$ cat src/design/rsacbc_pkg.sv
package rsacbc_pkg;

	localparam int WORD_W = 32;
	localparam int CFG_IDX_W = 1;

	localparam logic [WORD_W-1:0] RESET_EXPONENT = 32'd1553;
	localparam logic [WORD_W-1:0] RESET_MODULUS = 32'd9797;

	localparam logic [CFG_IDX_W-1:0] REG_EXPONENT = 1'd0;
	localparam logic [CFG_IDX_W-1:0] REG_MODULUS = 1'd1;

	localparam logic OP_NONCE = 1'b0;
	localparam logic OP_CIPHER = 1'b1;

	typedef enum logic [2:0] {
		ST_IDLE,
		ST_RED_GO,
		ST_RED_WAIT,
		ST_BIT,
		ST_ACC_WAIT,
		ST_SQ_GO,
		ST_SQ_WAIT,
		ST_DONE
	} state_t;

	typedef enum logic [1:0] {
		MSEL_REDUCE,
		MSEL_ACC,
		MSEL_SQ
	} mul_sel_t;

	typedef struct packed {
		logic     load;
		logic     mul_start;
		mul_sel_t mul_sel;
		logic     write_sq;
		logic     write_acc;
		logic     shift_exp;
		logic     commit;
	} ctrl_cmd_t;

	typedef struct packed {
		logic mul_done;
		logic exp_zero;
		logic exp_bit0;
	} dp_status_t;

endpackage

$ cat src/design/rsa_cbc_stream_decrypt.sv
// Channel | Direction | Handshake          | Payload
// request | in        | in_valid, in_stall | operation, cipher_value
// result  | out       | out_valid, out_stall | plain_value
// config  | in        | cfg_write          | cfg_index, cfg_data
//
// Each request first reduces the base modulo the modulus, then for each exponent bit up to
// its highest set bit squares (bit clear) or multiplies into the accumulator and squares
// (bit set), then finishes in the done state. The bit-serial modular multiplier takes
// one multiplier bit per cycle. Reset clears the
// controller and the chain value and restores the key registers. in_stall stays high
// until the result enters the output register; a held result keeps the next one waiting.
module rsa_cbc_stream_decrypt #(
	parameter int MOD_WIDTH = 32
) (
	input  logic                              clk,
	input  logic                              arst_n,
	input  logic                              cfg_write,
	input  logic [rsacbc_pkg::CFG_IDX_W-1:0]  cfg_index,
	input  logic [rsacbc_pkg::WORD_W-1:0]     cfg_data,
	input  logic                              in_valid,
	output logic                              in_stall,
	input  logic                              operation,
	input  logic [rsacbc_pkg::WORD_W-1:0]     cipher_value,
	output logic                              out_valid,
	input  logic                              out_stall,
	output logic [rsacbc_pkg::WORD_W-1:0]     plain_value
);

	rsacbc_pkg::ctrl_cmd_t  cmd;
	rsacbc_pkg::dp_status_t status;

	rsacbc_ctrl u_ctrl (
		.clk       (clk),
		.arst_n    (arst_n),
		.in_valid  (in_valid),
		.in_stall  (in_stall),
		.out_valid (out_valid),
		.out_stall (out_stall),
		.status    (status),
		.cmd       (cmd)
	);

	rsacbc_datapath #(
		.MOD_WIDTH(MOD_WIDTH)
	) u_datapath (
		.clk          (clk),
		.arst_n       (arst_n),
		.cfg_write    (cfg_write),
		.cfg_index    (cfg_index),
		.cfg_data     (cfg_data),
		.operation    (operation),
		.cipher_value (cipher_value),
		.cmd          (cmd),
		.status       (status),
		.plain_value  (plain_value)
	);

endmodule

$ cat src/design/rsacbc_modmul.sv
module rsacbc_modmul #(
	parameter int MOD_WIDTH = 32
) (
	input  logic                          clk,
	input  logic                          arst_n,
	input  logic                          start,
	input  logic [rsacbc_pkg::WORD_W-1:0] a,
	input  logic [MOD_WIDTH-1:0]          b,
	input  logic [MOD_WIDTH-1:0]          m,
	output logic                          done,
	output logic [MOD_WIDTH-1:0]          result
);

	localparam int CNT_W = $clog2(rsacbc_pkg::WORD_W);
	localparam logic [CNT_W-1:0] CNT_LAST = CNT_W'(rsacbc_pkg::WORD_W - 1);

	logic [rsacbc_pkg::WORD_W-1:0] a_q;
	logic [MOD_WIDTH-1:0]          b_q;
	logic [MOD_WIDTH-1:0]          r_q;
	logic [CNT_W-1:0]              cnt_q;
	logic                          busy_q;
	logic                          done_q;

	logic [MOD_WIDTH+1:0] t0;
	logic [MOD_WIDTH+1:0] t1;
	logic [MOD_WIDTH+1:0] t2;
	logic [MOD_WIDTH+1:0] m_ext;

	// one multiplier bit per cycle, MSB first: r = 2r + bit*b, then reduce below m
	always_comb begin
		m_ext = {2'b00, m};
		t0 = {1'b0, r_q, 1'b0} + (a_q[rsacbc_pkg::WORD_W-1] ? {2'b00, b_q} : '0);
		t1 = (t0 >= m_ext) ? t0 - m_ext : t0;
		t2 = (t1 >= m_ext) ? t1 - m_ext : t1;
	end

	always_ff @(posedge clk or negedge arst_n) begin
		if (!arst_n) begin
			busy_q <= 1'b0;
			done_q <= 1'b0;
			cnt_q <= '0;
		end else begin
			done_q <= busy_q && (cnt_q == CNT_LAST) && !start;
			if (start) begin
				busy_q <= 1'b1;
				cnt_q <= '0;
			end else if (busy_q) begin
				cnt_q <= cnt_q + 1'b1;
				if (cnt_q == CNT_LAST) begin
					busy_q <= 1'b0;
				end
			end
		end
	end

	always_ff @(posedge clk) begin
		if (start) begin
			a_q <= a;
			b_q <= b;
			r_q <= '0;
		end else if (busy_q) begin
			a_q <= a_q << 1;
			r_q <= t2[MOD_WIDTH-1:0];
		end
	end

	assign done = done_q;
	assign result = r_q;

endmodule

$ cat src/design/rsacbc_ctrl.sv
module rsacbc_ctrl (
	input  logic                   clk,
	input  logic                   arst_n,
	input  logic                   in_valid,
	output logic                   in_stall,
	output logic                   out_valid,
	input  logic                   out_stall,
	input  rsacbc_pkg::dp_status_t status,
	output rsacbc_pkg::ctrl_cmd_t  cmd
);

	rsacbc_pkg::state_t state_q;
	rsacbc_pkg::state_t state_d;
	logic               out_valid_q;
	logic               out_free;

	assign out_free = !out_valid_q || !out_stall;

	always_comb begin
		state_d = state_q;
		case (state_q)
			rsacbc_pkg::ST_IDLE: begin
				if (in_valid) begin
					state_d = rsacbc_pkg::ST_RED_GO;
				end
			end
			rsacbc_pkg::ST_RED_GO: state_d = rsacbc_pkg::ST_RED_WAIT;
			rsacbc_pkg::ST_RED_WAIT: begin
				if (status.mul_done) begin
					state_d = rsacbc_pkg::ST_BIT;
				end
			end
			rsacbc_pkg::ST_BIT: begin
				if (status.exp_zero) begin
					state_d = rsacbc_pkg::ST_DONE;
				end else if (status.exp_bit0) begin
					state_d = rsacbc_pkg::ST_ACC_WAIT;
				end else begin
					state_d = rsacbc_pkg::ST_SQ_WAIT;
				end
			end
			rsacbc_pkg::ST_ACC_WAIT: begin
				if (status.mul_done) begin
					state_d = rsacbc_pkg::ST_SQ_GO;
				end
			end
			rsacbc_pkg::ST_SQ_GO: state_d = rsacbc_pkg::ST_SQ_WAIT;
			rsacbc_pkg::ST_SQ_WAIT: begin
				if (status.mul_done) begin
					state_d = rsacbc_pkg::ST_BIT;
				end
			end
			rsacbc_pkg::ST_DONE: begin
				if (out_free) begin
					state_d = rsacbc_pkg::ST_IDLE;
				end
			end
			default: state_d = rsacbc_pkg::ST_IDLE;
		endcase
	end

	always_comb begin
		cmd = '0;
		cmd.mul_sel = rsacbc_pkg::MSEL_REDUCE;
		case (state_q)
			rsacbc_pkg::ST_IDLE: cmd.load = in_valid;
			rsacbc_pkg::ST_RED_GO: cmd.mul_start = 1'b1;
			rsacbc_pkg::ST_RED_WAIT: cmd.write_sq = status.mul_done;
			rsacbc_pkg::ST_BIT: begin
				cmd.mul_start = !status.exp_zero;
				cmd.mul_sel = status.exp_bit0 ? rsacbc_pkg::MSEL_ACC : rsacbc_pkg::MSEL_SQ;
			end
			rsacbc_pkg::ST_ACC_WAIT: cmd.write_acc = status.mul_done;
			rsacbc_pkg::ST_SQ_GO: begin
				cmd.mul_start = 1'b1;
				cmd.mul_sel = rsacbc_pkg::MSEL_SQ;
			end
			rsacbc_pkg::ST_SQ_WAIT: begin
				cmd.write_sq = status.mul_done;
				cmd.shift_exp = status.mul_done;
			end
			rsacbc_pkg::ST_DONE: cmd.commit = out_free;
			default: cmd = '0;
		endcase
	end

	always_ff @(posedge clk or negedge arst_n) begin
		if (!arst_n) begin
			state_q <= rsacbc_pkg::ST_IDLE;
			out_valid_q <= 1'b0;
		end else begin
			state_q <= state_d;
			if (cmd.commit) begin
				out_valid_q <= 1'b1;
			end else if (!out_stall) begin
				out_valid_q <= 1'b0;
			end
		end
	end

	assign in_stall = (state_q != rsacbc_pkg::ST_IDLE);
	assign out_valid = out_valid_q;

endmodule

$ cat src/design/rsacbc_datapath.sv
module rsacbc_datapath #(
	parameter int MOD_WIDTH = 32
) (
	input  logic                              clk,
	input  logic                              arst_n,
	input  logic                              cfg_write,
	input  logic [rsacbc_pkg::CFG_IDX_W-1:0]  cfg_index,
	input  logic [rsacbc_pkg::WORD_W-1:0]     cfg_data,
	input  logic                              operation,
	input  logic [rsacbc_pkg::WORD_W-1:0]     cipher_value,
	input  rsacbc_pkg::ctrl_cmd_t             cmd,
	output rsacbc_pkg::dp_status_t            status,
	output logic [rsacbc_pkg::WORD_W-1:0]     plain_value
);

	localparam int W = rsacbc_pkg::WORD_W;

	logic [W-1:0]         exponent_q;
	logic [MOD_WIDTH-1:0] modulus_q;
	logic [W-1:0]         chain_q;
	logic [W-1:0]         exp_left_q;
	logic [MOD_WIDTH-1:0] acc_q;
	logic [MOD_WIDTH-1:0] sq_q;
	logic [W-1:0]         word_q;
	logic                 op_q;
	logic [W-1:0]         plain_q;

	logic [W-1:0]         mul_a;
	logic [MOD_WIDTH-1:0] mul_b;
	logic                 mul_done;
	logic [MOD_WIDTH-1:0] mul_result;
	logic [MOD_WIDTH-1:0] dec;
	logic [W-1:0]         dec_w;

	always_comb begin
		case (cmd.mul_sel)
			rsacbc_pkg::MSEL_REDUCE: begin
				mul_a = word_q;
				mul_b = MOD_WIDTH'(1);
			end
			rsacbc_pkg::MSEL_ACC: begin
				mul_a = W'(acc_q);
				mul_b = sq_q;
			end
			rsacbc_pkg::MSEL_SQ: begin
				mul_a = W'(sq_q);
				mul_b = sq_q;
			end
			default: begin
				mul_a = word_q;
				mul_b = sq_q;
			end
		endcase
	end

	rsacbc_modmul #(
		.MOD_WIDTH(MOD_WIDTH)
	) u_modmul (
		.clk    (clk),
		.arst_n (arst_n),
		.start  (cmd.mul_start),
		.a      (mul_a),
		.b      (mul_b),
		.m      (modulus_q),
		.done   (mul_done),
		.result (mul_result)
	);

	// a modulus below two is out of range and yields zero
	assign dec = (modulus_q < MOD_WIDTH'(2)) ? '0 : acc_q;
	assign dec_w = W'(dec);

	always_ff @(posedge clk or negedge arst_n) begin
		if (!arst_n) begin
			exponent_q <= rsacbc_pkg::RESET_EXPONENT;
			modulus_q <= rsacbc_pkg::RESET_MODULUS[MOD_WIDTH-1:0];
			chain_q <= '0;
		end else begin
			if (cfg_write && cfg_index == rsacbc_pkg::REG_EXPONENT) begin
				exponent_q <= cfg_data;
			end
			if (cfg_write && cfg_index == rsacbc_pkg::REG_MODULUS) begin
				modulus_q <= cfg_data[MOD_WIDTH-1:0];
			end
			if (cmd.commit) begin
				chain_q <= (op_q == rsacbc_pkg::OP_NONCE) ? dec_w : word_q;
			end
		end
	end

	always_ff @(posedge clk) begin
		if (cmd.load) begin
			word_q <= cipher_value;
			op_q <= operation;
			exp_left_q <= exponent_q;
			acc_q <= MOD_WIDTH'(1);
		end
		if (cmd.write_acc) begin
			acc_q <= mul_result;
		end
		if (cmd.write_sq) begin
			sq_q <= mul_result;
		end
		if (cmd.shift_exp) begin
			exp_left_q <= exp_left_q >> 1;
		end
		if (cmd.commit) begin
			if (op_q == rsacbc_pkg::OP_NONCE) begin
				plain_q <= dec_w;
			end else begin
				plain_q <= {{(W-8){1'b0}}, dec_w[7:0] ^ chain_q[7:0]};
			end
		end
	end

	assign status.mul_done = mul_done;
	assign status.exp_zero = (exp_left_q == '0);
	assign status.exp_bit0 = exp_left_q[0];
	assign plain_value = plain_q;

endmodule

$ cat config.mk
export PLATFORM = sky130hd
export DESIGN_NAME = rsa_cbc_stream_decrypt
export DESIGN_NICKNAME = d
export VERILOG_FILES = /design/src/design/rsacbc_pkg.sv /design/src/design/rsa_cbc_stream_decrypt.sv /design/src/design/rsacbc_modmul.sv /design/src/design/rsacbc_ctrl.sv /design/src/design/rsacbc_datapath.sv
export SDC_FILE = /design/constraint.sdc
export NUM_CORES = 1
export LEC_CHECK = 0
export ABC_AREA = 1
export BUFFER_PORTS_ARGS = -buffer_cell sky130_fd_sc_hd__buf_4
export CAP_MARGIN = 15
export CORE_MARGIN = 3
export CORE_UTILIZATION = 25
export CTS_CLUSTER_DIAMETER = 50
export DETAILED_ROUTE_END_ITERATION = 10
export PLACE_DENSITY = 0.46
export SLEW_MARGIN = 20
export SYNTH_ARGS = -nofsm -noshare
export SYNTH_HDL_FRONTEND = slang
export SYNTH_SLANG_ARGS = --single-unit
$ cat constraint.sdc
create_clock -name clk -period 6.65 [get_ports clk]
set_clock_uncertainty 0.2 [all_clocks]
set_input_delay 0.9975 -clock clk [delete_from_list [all_inputs] [get_ports clk]]
set_output_delay 0.9975 -clock clk [all_outputs]
set_load 0.01 [all_outputs]
; ---- Yosys cells after proc, flatten, opt, wreduce, memory -nomap -nowiden
; Cells that the tools add are included.
[totals]
output_inout_bits = 34
inputBits = 71
word_cells = 97
register_bits = 340
[op_classes]
add_sub_neg = 4
bitwise = 2
order_cmp = 3
eq_ne = 15
mux = 35
n_reduce_logical = 19
[op_table]
columns = op, n
row1 = 2-to-1 mux 32 bit, 7
row2 = >= comparator 34 x 32 -> 1 bit, 2
row3 = one-hot mux 32 bit (2 select lines), 1
row4 = 2-to-1 mux 31 bit, 2
row5 = adder 33 x 34 -> 34 bit, 1
row6 = 2-to-1 mux 34 bit, 1
row7 = subtractor 34 x 32 -> 34 bit, 1
row8 = logical NOT 32 bit, 1
row9 = < comparator 32 x 2 -> 1 bit (second input constant), 1
row10 = subtractor 32 bit, 1
row11 = one-hot mux 3 bit (7 select lines), 1
row12 = 2-to-1 mux 8 bit, 2
row13 = 2-to-1 mux 3 bit, 5
row14 = equality test 3 bit (second input constant), 4
row15 = 2-to-1 mux 1 bit, 10
row16 = 2-to-1 mux 5 bit, 2
row17 = != test 2 x 1 -> 1 bit (second input constant), 4
row18 = bitwise XOR 8 bit, 1
row19 = equality test 3 x 2 -> 1 bit (second input constant), 2
row20 = nonzero test 2 bit, 3
row21 = adder 5 x 1 -> 5 bit (second input constant), 1
row22 = equality test 5 bit (second input constant), 1
row23 = logical AND 1 bit, 4
row24 = logical NOT 1 bit, 4
row25 = 14 further kinds, 16

; ---- Longest topological paths before layout
; Gate-level depths: netlist of the first run.
[logic_depth]
ltp_word = 6
ltp_mapped = 45
mapped_depth_nobuf = 43

; ---- Cells and area by module
; From an unflattened synthesis of the first run, not the netlist that was laid out.
[hier_totals]
hier_cells = 2660
area_unflattened_um2 = 20801.2
[modules_own_cells]
columns = mod, n_inst, cells_each, area_per_inst_um2, seq_area_each_um2
row1 = rsacbc_modmul, 1, 1624, 10659.0, 2737.6
row2 = rsacbc_datapath, 1, 984, 9830.7, 6638.9
row3 = rsacbc_ctrl, 1, 52, 311.5, 100.1

; ---- Worst setup path after synthesis of the first run
; No wires, ideal clock.
[synth_path]
path_type = register to register
from = register u_datapath.u_modmul.a_q[31] (netlist name)
to = register u_datapath.u_modmul.r_q[26] (netlist: u_datapath.u_modmul.result[26])
path_buffers = 3
period_less_slack_ps = 5969
required_ps = 6337
setup_slack_ps = 681
stages_incl_launch_ff = 44
arrival_time_ps = 5656
setup_time_ps = 113
cell_sequence = edfxtp_1 clkbuf_1 nand2_1 inv_1 ha_1 inv_1 fa_1 nand3b_1 nand2_1 nand2_1 nand2_1 nand2_1 nand2_2 nand3_1 nand2_1 xor2_1 inv_1 ha_1 [... 8 more ...] buf_6 buf_6 nand2_1 nand2_1 ha_1 fa_1 o21ai_1 a21oi_2 o21ai_1 a21boi_0 o21ai_0 nand2_1 nand2_1 nand2_1 nand2_1 nand2_1 nand3_1 nand2_1
[synth_between]
elab_chain_cells = 6
word_cells_on_any_way = 8
classes_between = 3 x add/sub / 2 x order compare / 3 x mux
[synth_rtl]
columns = element, line
row1 = "start, declared", rsacbc_modmul.sv:17  ; logic [rsacbc_pkg::WORD_W-1:0] a_q;
row2 = "start signal, assigned", rsacbc_modmul.sv:62  ; a_q <= a_q << 1;
row3 = 2-to-1 mux 32 bit (*), rsacbc_modmul.sv:32  ; t0 = {1'b0, r_q, 1'b0} + (a_q[rsacbc_pkg::WORD_W-1] ? {2'b00, b_q} : '0);
row4 = adder 33 x 34 -> 34 bit (*), rsacbc_modmul.sv:32
row5 = subtractor 34 x 32 -> 34 bit / >= comparator 34 x 32 -> 1 bit (equally long branches), rsacbc_modmul.sv:33  ; t1 = (t0 >= m_ext) ? t0 - m_ext : t0;
row6 = 2-to-1 mux 34 bit (*), rsacbc_modmul.sv:33
row7 = subtractor 32 bit / >= comparator 34 x 32 -> 1 bit (equally long branches), rsacbc_modmul.sv:34  ; t2 = (t1 >= m_ext) ? t1 - m_ext : t1;
row8 = 2-to-1 mux 32 bit (*), rsacbc_modmul.sv:34
row9 = "end signal, assigned", rsacbc_modmul.sv:63  ; r_q <= t2[MOD_WIDTH-1:0];
row10 = "end, declared", rsacbc_modmul.sv:19  ; logic [MOD_WIDTH-1:0] r_q;
; Mark *: on every way between the ends. The rest lies on a longest branch, timed or not.
; A chain may end at the register's enable or synchronous reset.

; ---- Worst setup path in the final report of the first run
[layout_path]
from = register u_datapath.u_modmul.a_q[31] (netlist name)
to = register u_datapath.u_modmul.r_q[25] (netlist: u_datapath.u_modmul.result[25])
; Same word-level chain as after synthesis.

==> load_flow_metrics.sql, run 1 <==
INSERT INTO impl_metrics (metric_group, metric, value, unit) VALUES
('run_status', 'run_status', 'completed', ''),
('cts', 'clkLatencyLatePin', '0.60', 'ns'),
('timing', 'timing_max_transition_violations_final', '0', ''),
('floorplanning', 'chipWidth', '292', 'um'),
('pwr', 'sw_power', '2.16', 'mW'),
('worst_setup_path', 'timing.critical_path.to_type', 'flip-flop', ''),
('pwr', 'clock_power_share', '0.377', ''),
('cts', 'clk_transition_reported_paths', '0.06', 'ns'),
('worst_setup_path', 'crit_required', '6.91', 'ns'),
('timing', 'finalHoldViolations', '0', ''),
('synthesis', 'synthCells', '2549', ''),
('grt', 'grt_usage', '0.148', ''),
('pwr', 'ir_worst_vdd', '0.000165', 'V'),
('timing', 'transition_at_the_pin_with_the_smallest_max_transition_slack', '0.913', 'ns'),
('synthesis', 'yosysSeqAreaShare', '0.465', ''),
('worst_setup_path', 'crit_path_frequent_cell', 'sky130_fd_sc_hd__nand2_1', ''),
('grt', 'grt_pass1_wl', '99.4', 'mm'),
('pwr', 'p_total', '6.83', 'mW'),
('floorplanning', 'core_region_area', '80700', 'sq um'),
('placement', 'numPlacedInstances', '3782', ''),
('routing', 'routed_wl', '65.1', 'mm'),
('pwr', 'power_frac_seq', '0.343', ''),
('worst_setup_path', 'critical-path-slowest-cell', 'sky130_fd_sc_hd__edfxtp_1', ''),
('pwr', 'cellInternalPower', '4.66', 'mW'),
('routing', 'drc', '0', ''),
('routing', 'routed-via-count', '17200', ''),
('worst_setup_path', 'r2r_start', 'u_datapath.u_modmul.a_q[31]$_DFFE_PP_', ''),
('placement', 'numPortBuffers', '104', ''),
('synthesis', 'synth-seq-cells', '340', ''),
('routing', 'topRoutingLayerUsed', 'met4', ''),
('synthesis', 'post_synth_num_cell_types', '55', ''),
('timing', 'fin_crit', '6.35', 'ns'),
('pwr', 'switching_part_of_the_total_power', '0.317', ''),
('timing', 'unrepaired_setup_endpoints_after_global_routing', 'yes', ''),
('grt', 'grt_pass1_vias', '17100', ''),
('routing', 'routedWlPerCell', '16.7', 'um'),
('routing', 'wirelength_met1', '31.8', 'mm'),
('timing', 'fin_setup_tns', '0', 'ns'),
('routing', 'routed-wl-met2', '29.5', 'mm'),
('timing', 'worst_hold_slack', '0.0770', 'ns'),
('cts', 'clock_tree_from_tritoncts', 'built', ''),
('cts', 'ctsRootBufferMaster', 'sky130_fd_sc_hd__clkbuf_16', ''),
('timing', 'period_share', '0.955', ''),
('worst_setup_path', 'slowest_delay', '0.42', 'ns'),
('synthesis', 'synthArstFlopShare', '0.244', ''),
('routing', 'vias_per_cell', '4.41', ''),
('floorplanning', 'die_area', '85000', 'sq um'),
('synthesis', 'yosys-top-cells-count', 'sky130_fd_sc_hd__nand2_1, sky130_fd_sc_hd__inv_1, sky130_fd_sc_hd__nor2_1', ''),
('floorplanning', 'initial_utilization', '0.253', ''),
('worst_setup_path', 'start_kind', 'flip-flop', ''),
('synthesis', 'total_number_of_yosys_warnings', '0', ''),
('worst_setup_path', 'reg2reg_depth', '41', ''),
('grt', 'grt_max_degree', '68', ''),
('timing', 'slew_headroom', '0.390', ''),
('worst_hold_path', 'hp-class', 'input port to async pin', ''),
('finish', 'instances_no_fill', '3894', ''),
('cts', 'numCtsBuffers', '49', ''),
('pwr', 'pwr-share-comb', '0.281', ''),
('routing', 'initialDrtViolationCount', '1124', ''),
('synthesis', 'postSynthAreaPerCell', '8.00', 'sq um'),
('pwr', 'powerDensity', '262', 'nW/um^2'),
('floorplanning', 'row_count', '104', ''),
('timing', 'report.final.setup_viol', '0', ''),
('synthesis', 'yosysTopAreaCellShare', '0.330', ''),
('floorplanning', 'ios', '105', ''),
('finish', 'final_layout_size_suffix_gt1_frac', '0.199', ''),
('pwr', 'cellLeakagePower', '11.5', 'nW'),
('synthesis', 'synth.area.top_cells', 'sky130_fd_sc_hd__edfxtp_1, sky130_fd_sc_hd__nand2_1, sky130_fd_sc_hd__dfrtp_1', ''),
('synthesis', 'synthMostInstantiatedCell', 'sky130_fd_sc_hd__nand2_1', ''),
('grt', 'antenna_violations_before_repair', '0', ''),
('cts', 'cts.htree.levels', '2', '');
==> timing repair <==
| action | 4_1_cts | 5_1_grt |
|---|---|---|
| hold buffers | 0 | 0 |
| buffers inserted | 0 | 15 |
| pin swaps | 0 | 17 |
| resized for setup | 2 | 188 |
| cloned | 0 | 6 |
| setup endpoints to repair | 16 | 32 |
==> logic make-up after synthesis <==
logic type,Yosys count,synth area share
AND/OR/NAND/NOR,1185,0.240
adder cells (fa/ha/maj),100,0.0625
AO/OA/AOI/OAI,376,0.107
flip-flops,340,0.465
buffers and inverters,462,0.0888
XOR/XNOR,86,0.0369
==> through the flow <==
step           worst slack (ns)   util  instance area (sq um)
2_1_floorplan             0.681      -                  20400
3_3_place_gp             0.0607  0.289                  23300
3_5_place_dp             0.0323  0.289                  23300
4_1_cts                  0.0258  0.309                  25000
5_1_grt                 -0.0743  0.323                  26100
6_report                  0.301  0.323                  26100
==> cell usage in the layout (no fill, tap or decap), types with 11 or more instances in the layout <==
cell type                   count
sky130_fd_sc_hd__nor4_1        18
sky130_fd_sc_hd__dfrtp_1       73
sky130_fd_sc_hd__clkbuf_16     54
sky130_fd_sc_hd__a21oi_1       94
sky130_fd_sc_hd__xnor2_1       42
sky130_fd_sc_hd__nor2_1       234
sky130_fd_sc_hd__nand4_1       45
sky130_fd_sc_hd__xor2_1        37
sky130_fd_sc_hd__o21ai_2       19
sky130_fd_sc_hd__a41oi_1       12
sky130_fd_sc_hd__buf_4        248
sky130_fd_sc_hd__a21oi_2       32
sky130_fd_sc_hd__ha_2          14
sky130_fd_sc_hd__inv_1        380
sky130_fd_sc_hd__dfxtp_1       33
sky130_fd_sc_hd__edfxtp_1     224
sky130_fd_sc_hd__a221oi_1      19
sky130_fd_sc_hd__o21ai_0      130
sky130_fd_sc_hd__nor2_2        22
sky130_fd_sc_hd__nor3_1        11
sky130_fd_sc_hd__o21ai_1       15
sky130_fd_sc_hd__nand2_2       38
sky130_fd_sc_hd__nand2_1      695
sky130_fd_sc_hd__nand3_1       77
sky130_fd_sc_hd__ha_1          58
sky130_fd_sc_hd__ha_4          25
==> power by group through the flow <==
stage | clock, mW | sequential [mW] | combinational, mW
floorplan | 0 | 2.37 | 1.04
global placement | 0 | 2.38 | 1.70
detailed placement | 0 | 2.38 | 1.68
CTS | 2.65 | 2.34 | 1.69
global route | 2.74 | 2.34 | 2.10
finish | 2.57 | 2.34 | 1.92
==> metal layers <==
layer  track usage  vias up
li1              -     8824
met1         0.211     7965
met2         0.237      300
met3        0.0185       90
met4        0.0412        0
met5             0        -
==> layout make-up <==
type / instances / area [sq um]
clock buffer: 54 / 1240
clock inverter: 37 / 390
fill: 8671 / 54600
inverter: 391 / 1470
multi-input combinational: 1747 / 9990
sequential: 340 / 9480
tap: 1060 / 1330
timing repair buffer: 265 / 2180
==> worst max path at each step <==
stage                                     startpoint                                     endpoint  cells past startpoint
2_1_floorplan  u_datapath.u_modmul.a_q[31]$_DFFE_PP_  u_datapath.u_modmul.result[26]$_SDFFE_PP0P_                     43
6_report       u_datapath.u_modmul.a_q[31]$_DFFE_PP_  u_datapath.u_modmul.result[25]$_SDFFE_PP0P_                     41
3_5_place_dp   u_datapath.u_modmul.a_q[31]$_DFFE_PP_  u_datapath.u_modmul.result[15]$_SDFFE_PP0P_                     37
3_3_place_gp   u_datapath.u_modmul.a_q[31]$_DFFE_PP_  u_datapath.u_modmul.result[21]$_SDFFE_PP0P_                     38
4_1_cts        u_datapath.u_modmul.a_q[31]$_DFFE_PP_  u_datapath.u_modmul.result[26]$_SDFFE_PP0P_                     39
5_1_grt        u_datapath.u_modmul.a_q[31]$_DFFE_PP_  u_datapath.u_modmul.result[24]$_SDFFE_PP0P_                     41
==> worst max-delay path, delay by kind of cell (launching register included) <==
kind / cells / cell delay, ns
simple gates: 22 / 2.38
compound gates: 4 / 0.66
flops: 1 / 0.42
fa+ha+maj: 3 / 0.95
xor+xnor: 2 / 0.38
buf+inv: 10 / 1.23
==> state kept, by name (all words and copies together), names as in the netlist, 32 cells and up <==
signal,flops
u_datapath.acc_q,32
u_datapath.exp_left_q,32
u_datapath.exponent_q,32
u_datapath.modulus_q,32
u_datapath.plain_value,32
u_datapath.sq_q,32
u_datapath.u_modmul.a_q,32
u_datapath.u_modmul.b_q,32
u_datapath.u_modmul.result,32
u_datapath.word_q,32
No activity file was read; power rests on OpenSTA's default activity.
==> run 2: changes to the inputs <==
--- a/config.mk
+++ b/config.mk
@@ -12,7 +12,8 @@
 export CORE_UTILIZATION = 25
 export CTS_CLUSTER_DIAMETER = 50
 export DETAILED_ROUTE_END_ITERATION = 10
-export PLACE_DENSITY = 0.46
+export PLACE_DENSITY = 0.38
+export SKIP_CTS_REPAIR_TIMING = 1
 export SLEW_MARGIN = 20
 export SYNTH_ARGS = -nofsm -noshare
 export SYNTH_HDL_FRONTEND = slang
==> run 2 against run 1 <==
Compared with the run above:
- setup slack worse by 0.060 ns
- hold slack worse by 0.0029 ns
- die area unchanged
- combinational power up 8%
- wire length up 6.9%
- global-route usage up 1.2 points
- first-iteration DRC count down 11%
- critical path type unchanged
- highest routed layer unchanged
- maximum frequency down 0.94%
- register-to-register slack worse by 0.06 ns
- via count up 3.2%
- utilization up 0.56 points
- cell count up 2.3%
==> load_flow_metrics.sql, run 2 (synthesis results as in run 1) <==
INSERT INTO impl_metrics (metric_group, metric, value, unit) VALUES
('run_status', 'run_status', 'completed', ''),
('timing', 'fin_setup_tns', '0', 'ns'),
('worst_setup_path', 'worstPathArrival', '6.66', 'ns'),
('floorplanning', 'die_area', '85000', 'sq um'),
('finish', 'most-common-layout-cells', 'sky130_fd_sc_hd__nand2_1, sky130_fd_sc_hd__inv_1, sky130_fd_sc_hd__buf_4', ''),
('routing', 'wirelength_met1', '34.0', 'mm'),
('timing', 'timing_max_transition_violations_final', '0', ''),
('cts', 'ctsRootBufferMaster', 'sky130_fd_sc_hd__clkbuf_16', ''),
('worst_setup_path', 'reg2reg_depth', '39', ''),
('timing', 'unrepaired_setup_endpoints_after_global_routing', 'yes', ''),
('cts', 'clock-sinks', '340', ''),
('pwr', 'cellLeakagePower', '11.9', 'nW'),
('worst_hold_path', 'hp-class', 'input port to async pin', ''),
('timing', 'worst_hold_slack', '0.0741', 'ns'),
('timing', 'transition_at_the_pin_with_the_smallest_max_transition_slack', '0.985', 'ns'),
('routing', 'drc', '0', ''),
('floorplanning', 'row_count', '104', ''),
('worst_setup_path', 'start_kind', 'flip-flop', ''),
('timing', 'slew_headroom', '0.341', ''),
('placement', 'hpwl', '54.6', 'mm'),
('grt', 'grt_usage', '0.160', ''),
('timing', 'post-route-worst-setup-slack', '0.241', 'ns'),
('grt', 'grt_max_degree', '67', ''),
('pwr', 'powerDensity', '273', 'nW/um^2'),
('timing', 'period_share', '0.964', ''),
('routing', 'route.met3.wl', '2.55', 'mm'),
('finish', 'final_cell_area', '26500', 'sq um'),
('routing', 'drt.antenna.violating_nets', '0', ''),
('worst_setup_path', 'timing.critical_path.to_type', 'flip-flop', ''),
('cts', 'numCtsBuffers', '54', ''),
('placement', 'instance_area_at_placement', '24000', 'sq um'),
('worst_setup_path', 'crit_path_frequent_cell', 'sky130_fd_sc_hd__nand2_1', ''),
('cts', 'clkLatencyLatePin', '0.64', 'ns'),
('worst_setup_path', 'cp_top_family', 'simple AND/OR/NAND/NOR gates', ''),
('routing', 'topRoutingLayerUsed', 'met4', ''),
('job', 'max_cap_viol_count', '0', ''),
('floorplanning', 'chipWidth', '292', 'um'),
('timing', 'finalHoldViolations', '0', ''),
('floorplanning', 'fp.dieH', '292', 'um'),
('routing', 'first_pass_iters', '7', ''),
('timing', 'max_freq', '0.156', 'GHz'),
('worst_setup_path', 'crit_required', '6.91', 'ns'),
('routing', 'routed-via-count', '17700', ''),
('grt', 'antenna_violations_before_repair', '0', ''),
('timing', 'fin_crit', '6.41', 'ns'),
('pwr', 'ir_worst_vdd', '0.000178', 'V'),
('placement', 'gp_routability_congestion', '0.921', ''),
('grt', 'grt_pass1_vias', '18200', ''),
('floorplanning', 'core_region_area', '80700', 'sq um'),
('floorplanning', 'initial_utilization', '0.253', ''),
('routing', 'initialDrtViolationCount', '1005', ''),
('routing', 'routed-wl-met2', '30.9', 'mm'),
('placement', 'placement.setup.worst_slack', '-0.627', 'ns'),
('cts', 'clock_tree_from_tritoncts', 'built', ''),
('cts', 'cts.htree.levels', '2', ''),
('finish', 'fin_nets', '3052', ''),
('finish', 'mostFrequentLayoutCell', 'sky130_fd_sc_hd__nand2_1', ''),
('worst_setup_path', 'criticalPathCategory', 'flip-flop to flip-flop', ''),
('timing', 'report.final.setup_viol', '0', ''),
('grt', 'overflow', '0', ''),
('worst_setup_path', 'endpoint_of_the_lowest_slack_register_to_register_path', 'u_datapath.u_modmul.result[6]$_SDFFE_PP0P_', ''),
('cts', 'clk_transition_reported_paths', '0.06', 'ns'),
('placement', 'numPortBuffers', '104', ''),
('worst_setup_path', 'crit_fanout', '19', ''),
('grt', 'grt_pass1_wl', '106', 'mm'),
('finish', 'final_layout_size_suffix_gt1_frac', '0.212', ''),
('floorplanning', 'ios', '105', ''),
('cts', 'cts-root-to-sink-buffers', '3', ''),
('worst_setup_path', 'timing.reg2reg.setup_slack', '0.24', 'ns'),
('worst_setup_path', 'slowest_delay', '0.45', 'ns'),
('routing', 'routedWlPerCell', '17.5', 'um'),
('finish', 'layout-area-overhead-vs-synth', '30.1', '%'),
('routing', 'vias_per_cell', '4.45', ''),
('routing', 'routed_wl', '69.6', 'mm'),
('worst_setup_path', 'r2r_start', 'u_datapath.u_modmul.a_q[31]$_DFFE_PP_', ''),
('worst_setup_path', 'timing.critical_path.buf_inv', '8', ''),
('finish', 'insertedDiodeCount', '0', ''),
('worst_setup_path', 'critical-path-slowest-cell', 'sky130_fd_sc_hd__edfxtp_1', '');
run 2: changes by cell type in the layout (fill, tap and decap cells not counted), sizes merged:
cell | before | now
buf | 259 | 344
bufinv | 3 | 5
clkbuf | 60 | 61
clkinv | 22 | 26
clkinvlp | 2 | 5
inv | 401 | 397
run 2: power breakdown:
part,internal (mW),switching (mW),leakage [nW]
Clock,1.72,1.11,0.885
Sequential,2.30,0.0391,3.19
Combinational,0.961,1.12,7.87
run 2: worst register-to-register path: cells and delay by family, from the launching register on:
family          cells  cell delay (ns)
compound gates      6             0.97
buf+inv             8             1.02
simple gates       21             2.41
flops               1             0.45
fa+ha+maj           3             1.01
xor+xnor            1             0.20
run 2: routing by layer:
layer,vias up,track usage
li1,9000,-
met1,8320,0.225
met2,309,0.254
met3,94,0.0230
met4,0,0.0530
met5,-,0
run 2: worst max-delay path by stage:
stage | startpoint | end | slack, ns | cells after the start
5_1_grt | u_datapath.u_modmul.a_q[31]$_DFFE_PP_ | u_datapath.u_modmul.result[28]$_SDFFE_PP0P_ | -0.18 | 42
3_3_place_gp | u_datapath.u_modmul.a_q[31]$_DFFE_PP_ | u_datapath.u_modmul.result[0]$_SDFFE_PP0P_ | -0.66 | 39
2_1_floorplan | u_datapath.u_modmul.a_q[31]$_DFFE_PP_ | u_datapath.u_modmul.result[26]$_SDFFE_PP0P_ | 0.68 | 43
3_5_place_dp | u_datapath.u_modmul.a_q[31]$_DFFE_PP_ | u_datapath.u_modmul.result[24]$_SDFFE_PP0P_ | -0.63 | 39
4_1_cts | u_datapath.u_modmul.a_q[31]$_DFFE_PP_ | u_datapath.u_modmul.result[14]$_SDFFE_PP0P_ | -0.68 | 39
6_report | u_datapath.u_modmul.a_q[31]$_DFFE_PP_ | u_datapath.u_modmul.result[6]$_SDFFE_PP0P_ | 0.24 | 39
run 2: final cells by class:
type                            count  area (sq um)
Tap cell                         1060          1330
Multi-Input combinational cell   1747          9680
Clock inverter                     42           477
Inverter                          391          1470
Sequential cell                   340          9480
Clock buffer                       58          1370
Timing Repair Buffer              347          2740
Fill cell                        8672         54100
run 2: stage by stage:
stage	std cells	power, mW	utilization
global route	3985	7.66	0.329
finish	3985	7.25	0.329
global placement	3872	4.30	0.297
floorplan	2549	3.40	-
CTS	3972	7.17	0.320
detailed placement	3872	4.27	0.297
